## config.mk

```make
export PLATFORM = sky130hd
export DESIGN_NAME = lfu_cache_replacement
export DESIGN_NICKNAME = d
export VERILOG_FILES = /design/src/rtl/lfu_pkg.sv /design/src/rtl/lfu_match.sv /design/src/rtl/lfu_victim.sv /design/src/rtl/lfu_cache_replacement.sv
export SDC_FILE = /design/constraint.sdc
export NUM_CORES = 2
export LEC_CHECK = 0
export CAP_MARGIN = 20
export CORE_MARGIN = 4
export CORE_UTILIZATION = 65
export CTS_BUF_LIST = sky130_fd_sc_hd__clkbuf_4 sky130_fd_sc_hd__clkbuf_8
export CTS_CLUSTER_SIZE = 25
export DETAILED_ROUTE_END_ITERATION = 10
export DONT_BUFFER_PORTS = 1
export PLACE_DENSITY = 0.86
export SYNTH_ARGS = -nofsm -noshare
export SYNTH_HDL_FRONTEND = slang
export SYNTH_SLANG_ARGS = --single-unit
export TNS_END_PERCENT = 30
```

## constraint.sdc

```tcl
create_clock -name clk -period 31.7 [get_ports clk]
set_input_delay 6.34 -clock clk [delete_from_list [all_inputs] [get_ports clk]]
set_output_delay 6.34 -clock clk [all_outputs]
set_load 0.005 [all_outputs]
```

## src/rtl/lfu_pkg.sv

```systemverilog
// Package for the LFU cache directory: sizes, derived widths and the
// line-select struct shared by the match, victim and top-level modules.
// No dependencies.
package lfu_pkg;

	localparam int LINES      = 16;
	localparam int PAGE_BITS  = 32;
	localparam int COUNT_BITS = 32;

	localparam int IDX_BITS   = (LINES > 1) ? $clog2(LINES) : 1;
	localparam int TREE_LEAVES = 1 << IDX_BITS;

	localparam int IN_BITS    = 32;
	localparam int LINE_BITS  = 4;
	localparam int OUT_BITS   = 8;

	typedef logic [PAGE_BITS-1:0]  page_t;
	typedef logic [COUNT_BITS-1:0] count_t;
	typedef logic [IDX_BITS-1:0]   idx_t;

	typedef struct packed {
		logic found;
		idx_t idx;
	} line_sel_t;

endpackage

```

## src/rtl/lfu_match.sv

```systemverilog
// Tag match across all lines of the LFU directory.
// Depends on lfu_pkg.
module lfu_match (
	input  lfu_pkg::page_t    page,
	input  lfu_pkg::page_t    tag [lfu_pkg::LINES],
	input  logic              valid [lfu_pkg::LINES],
	output lfu_pkg::line_sel_t sel
);
	import lfu_pkg::*;

	// A page sits in at most one valid line, so the OR of the hit indexes is exact
	always_comb begin
		sel = '0;
		for (int i = 0; i < LINES; i++) begin
			if (valid[i] && (tag[i] == page)) begin
				sel.found = 1'b1;
				sel.idx   = sel.idx | idx_t'(i);
			end
		end
	end

endmodule

```

## src/rtl/lfu_victim.sv

```systemverilog
// Minimum-count tree choosing the replacement line; ties go to the lower index.
// Depends on lfu_pkg.
module lfu_victim (
	input  lfu_pkg::count_t    count [lfu_pkg::LINES],
	input  logic               valid [lfu_pkg::LINES],
	output lfu_pkg::line_sel_t sel
);
	import lfu_pkg::*;

	// heap layout: node 1 is the root, leaves start at TREE_LEAVES
	count_t node_cnt [2*TREE_LEAVES];
	idx_t   node_idx [2*TREE_LEAVES];

	always_comb begin
		node_cnt[0] = '1;
		node_idx[0] = '0;
		for (int i = 0; i < TREE_LEAVES; i++) begin
			if (i < LINES) begin
				node_cnt[TREE_LEAVES+i] = valid[i] ? count[i] : '0;
			end else begin
				node_cnt[TREE_LEAVES+i] = '1;
			end
			node_idx[TREE_LEAVES+i] = idx_t'(i);
		end
		// left child wins on equal, so padding on the right never displaces a line
		for (int n = TREE_LEAVES - 1; n >= 1; n--) begin
			if (node_cnt[2*n+1] < node_cnt[2*n]) begin
				node_cnt[n] = node_cnt[2*n+1];
				node_idx[n] = node_idx[2*n+1];
			end else begin
				node_cnt[n] = node_cnt[2*n];
				node_idx[n] = node_idx[2*n];
			end
		end
		sel.found = 1'b1;
		sel.idx   = node_idx[1];
	end

endmodule

```

## src/rtl/lfu_cache_replacement.sv

```systemverilog
// Top level of the fully associative LFU cache directory: input register,
// line state, result register. Uses lfu_pkg, lfu_match and lfu_victim.
//
// Channel   Dir  Fields (tdata / tuser, from bit 0 up)
// s_*       in   tdata: page_id[31:0]
// m_*       out  tdata: line[3:0], zeros[7:4]; tuser: hit
//
// One request per cycle while results are taken. A request is held in the input
// register, where tag match, victim choice and the line update all resolve, and
// its result is then registered in the output register.
// Reset clears all valid bits and counts at once; tags are written on fill.
// A stalled result holds the input register; s_tready then drops until the
// result is taken.
module lfu_cache_replacement (
	input  logic                         clk,
	input  logic                         arst_n,
	input  logic                         s_tvalid,
	output logic                         s_tready,
	input  logic [lfu_pkg::IN_BITS-1:0]  s_tdata,   // page_id
	output logic                         m_tvalid,
	input  logic                         m_tready,
	output logic [lfu_pkg::OUT_BITS-1:0] m_tdata,   // line, zero fill
	output logic                         m_tuser    // hit
);
	import lfu_pkg::*;

	logic      valid_s1;
	page_t     page_s1;
	logic      advance;

	page_t     tag_q   [LINES];
	logic      valid_q [LINES];
	count_t    count_q [LINES];

	line_sel_t hit_sel;
	line_sel_t vic_sel;

	logic                 m_valid_q;
	logic                 hit_q;
	logic [LINE_BITS-1:0] line_q;

	assign advance  = valid_s1 && (!m_valid_q || m_tready);
	assign s_tready = !valid_s1 || advance;

	always_ff @(posedge clk or negedge arst_n) begin
		if (!arst_n) begin
			valid_s1 <= 1'b0;
		end else if (s_tready) begin
			valid_s1 <= s_tvalid;
		end
	end

	always_ff @(posedge clk) begin
		if (s_tvalid && s_tready) begin
			page_s1 <= page_t'(s_tdata);
		end
	end

	lfu_match u_match (
		.page  (page_s1),
		.tag   (tag_q),
		.valid (valid_q),
		.sel   (hit_sel)
	);

	lfu_victim u_victim (
		.count (count_q),
		.valid (valid_q),
		.sel   (vic_sel)
	);

	// valid bits and counts
	always_ff @(posedge clk or negedge arst_n) begin
		if (!arst_n) begin
			for (int i = 0; i < LINES; i++) begin
				valid_q[i] <= 1'b0;
				count_q[i] <= '0;
			end
		end else if (advance) begin
			if (hit_sel.found) begin
				// saturate at all ones
				if (count_q[hit_sel.idx] != '1) begin
					count_q[hit_sel.idx] <= count_q[hit_sel.idx] + count_t'(1);
				end
			end else begin
				valid_q[vic_sel.idx] <= 1'b1;
				count_q[vic_sel.idx] <= count_t'(1);
			end
		end
	end

	always_ff @(posedge clk) begin
		if (advance && !hit_sel.found) begin
			tag_q[vic_sel.idx] <= page_s1;
		end
	end

	always_ff @(posedge clk or negedge arst_n) begin
		if (!arst_n) begin
			m_valid_q <= 1'b0;
		end else if (advance) begin
			m_valid_q <= 1'b1;
		end else if (m_tready) begin
			m_valid_q <= 1'b0;
		end
	end

	always_ff @(posedge clk) begin
		if (advance) begin
			hit_q  <= hit_sel.found;
			line_q <= hit_sel.found ? LINE_BITS'(hit_sel.idx) : LINE_BITS'(vic_sel.idx);
		end
	end

	assign m_tvalid = m_valid_q;
	assign m_tuser  = hit_q;
	assign m_tdata  = {{(OUT_BITS-LINE_BITS){1'b0}}, line_q};

endmodule

```

==> results.md <==
- Crit path required time: ~32 ns
- Clock Pin Slew Worst Setup and Hold Paths: 0.07 ns
- Avg Vias per Cell: 7.16
- Total grt overflow: 0
- Starting DRT DRC Count: 7134
- Pleak: roughly 32 nW
- Setup TNS Final: 0 ns
- Clock power share: 0.184
- Post-CTS Resized: 0
- Hold Crit Class: flop to flop
- Max-slew headroom: -0.324
- # port buffers: 0
- Number of synthesized register bits: around 1100
- Final hold vios: 0
- Unrepaired setup endpoints after global routing: false
- Post-synthesis area per instance: 10.5 um^2
- Ys flop type: edfxtp_1
- Fmax: 63.3 MHz
- Die width: about 330 um
- Site Rows: roughly 120
- Clock latency on the worst-skew pair: 1.00 ns
- First-pass GRT wire length: around 340 mm
- Die ar.: approximately 110000 um^2
- Ys Warns: 0
- Total CTS buffers: between 150 and 200
- Distinct cells, synth: 90
- Status: finished with violations
- CP dominant cell by count: a21o_1
- DRT Pass-1 Iters: 6
- DR vias: ~56000
- Core area: ~100000 um^2
- Final Setup Violations: 0
- Die Ht: 330 um
- Fin worst setup slack: 15.90 ns
- Setup crit start kind: flop
- Cells after Synth: between 6000 and 7000
- Clock Tree Buf Depth: 3
- Post-route ant nets: 0
- GP Congestion: ~1.0
- Drt drc: 0
- Commonest non-fill, non-tap cell in the layout: nand2_1
- DP Wirelength: 147 mm
- VDD IR max: approximately 220 uV
- Starting Density: 0.658
- Worst clock skew: ~0.10 ns
- Critical Path Slowest Stage Cell: nor4b_1
- CP peak stage delay: 0.88 ns
- Postcts setup bufs: 0
- Number of global-route vias before repair: between 50000 and 60000
- Filler instances: about 7000
- CTS sink count: ~1100
- EDFF count, synth: between 500 and 600
- Pwr Total: 7.47 mW
- IO Pins: 47
- Final WL: between 200 and 250 mm
- Seq pwr share: 0.278
- DP Area: between 60000 and 70000 um^2
- Setup crit end kind: flop
- Largest net degree at the start of global routing: between 500 and 600
- # H-tree levels: 4
- Hold-fix buffers at CTS: 0
- CTS root buf: clkbuf_8
- Post-synthesis async set-or-reset flop share: 0.491
- Initial antenna violation count: 2
- CTS tree: built
- Number of nets in the layout: approximately 7000
- Commonest cells after routing, fill and taps aside: 710 x nand2_1, 549 x edfxtp_1, 530 x dfrtp_1, 499 x a22o_1, 462 x ha_1
- Non-filler cells, final: 7858
- Fin util: 0.708
- NetSw: between 3 and 4 mW
- DP Worst Slack: 16.20 ns
- Power density over the cells: around 100 nW/um^2
- Placed cells: roughly 7500
- Sw Ratio: 0.489
- Min Tclk post-route: 15.80 ns
- WP data arrival: 16.45 ns
- Int Power: about 3.8 mW
- Post-route cell area: between 70000 and 80000 um^2
- Max-Cap Viols: 0
- GRT Overall Usage: 0.417
- Seq/Total Area, Yosys: 0.443
- Final Max Slew Viols: 173
- WHS: approximately 0.50 ns
- Failing checks: max-slew violations
- Worst-path maximum fanout: 66
- Share of cells above drive strength 1: 0.101
- Fin crit share: 0.498
- Comb pwr share: 0.538
- Worst-Margin Slew: about 2.0 ns
- Wire length per cell: between 20 and 30 um
- Layout area overhead: 7.66%
- Synth Cell Area: approximately 67000 um^2
- Kind of critical path: flop to flop
power by group through the flow:
stage | registers (mW) | logic, mW | clock network, mW
finish | 2.08 | 4.02 | 1.37
global route | 2.09 | 4.26 | 1.43
CTS | 2.07 | 3.80 | 1.36
detailed placement | 2.08 | 3.76 | 0
global placement | 2.06 | 3.68 | 0
floorplan | 2.06 | 2.54 | 0
cell families (layout without fill, tap and decap cells):
family	Yosys count	after routing	synth area share
DFF	1079	1079	0.443
adders and majority gates	462	462	0.0860
and+or+nand+nor	1938	1938	0.145
xor gates and xnor gates	535	535	0.0700
muxes	446	446	0.0676
buffers and inverters	491	559	0.0365
other	1	7	0.0000558
AOI/OAI and AO/OA	1464	1464	0.153
registers in the layout (all words and copies together) (netlist names):
register / flops
valid_s1: 1
valid_q: 16
line_q: 4
m_tvalid: 1
count_q: 512
tag_q: 512
page_s1: 32
m_tuser: 1
synthesized netlist by cell type (all sizes together) (6+ instances only):
library cell,number,area (um^2)
mux2i,388,3880
a22o,499,4370
o2111ai,8,70.1
nand2b,50,313
xor2,306,2680
edfxtp,549,16500
a211oi,35,263
buf,229,1470
nand4,164,1040
a31oi,11,68.8
o41ai,8,77.6
or3,13,81.3
o21ai,356,1800
clkbuf,188,706
dfrtp,530,13300
or4,23,184
nor4,157,1030
a21oi,327,1640
inv,74,278
ha,462,5780
nor3b,6,45.0
nor2,298,1130
nor2b,34,213
nor4b,21,184
a211o,7,61.3
nand3,81,410
nand4b,11,96.3
o211ai,22,165
o22ai,11,68.8
xnor2,229,2020
and4,9,78.8
nor3,57,307
a21o,99,743
and2,253,1580
or2,22,138
nand2,716,2690
a2111oi,19,385
a221oi,13,120
o21a,7,52.6
mux2,58,661
final timing paths:
kind / cells after the start / start / to / slack (ns)
setup / recovery: 53 / valid_q[11] / tag_q[37] / 15.90
hold / removal: 0 / page_s1[15] / tag_q[47] / 0.50
setup reg to reg: 53 / valid_q[11] / tag_q[37] / 15.90
hold reg to reg: 0 / page_s1[15] / tag_q[47] / 0.50
max in group asynchronous: 0 / arst_n / valid_q[13] / 25.01
min in group asynchronous: 0 / arst_n / count_q[433] / 5.15
layer usage:
metal / GRT usage / vias to the layer above / wire (um)
met4: 0.335 / 2 / 22500
li1: - / 23600 / -
met3: 0.101 / 1311 / 27700
met2: 0.633 / 4379 / 101000
met1: 0.509 / 27000 / 81400
met5: 0 / - / 11
cell type report:
cell class | count | area [um^2] | area share
timing repair buffer | 157 | 1320 | 0.0182
tap | 1368 | 1710 | 0.0237
clock inverter | 69 | 679 | 0.00939
antenna | 3 | 7.51 | 0.000104
multi-input combinational | 4849 | 35400 | 0.489
inverter | 74 | 278 | 0.00384
sequential | 1079 | 29700 | 0.411
clock buffer | 259 | 3230 | 0.0447
worst max-delay path: cells and delay by family (launching register included):
kind            cells  cell delay (ns)
buf+inv             7             3.18
compound gates     28             7.05
flops               1             0.41
simple gates       14             3.40
fa+ha+maj           4             1.35
No activity file was read; power rests on OpenSTA's default activity.
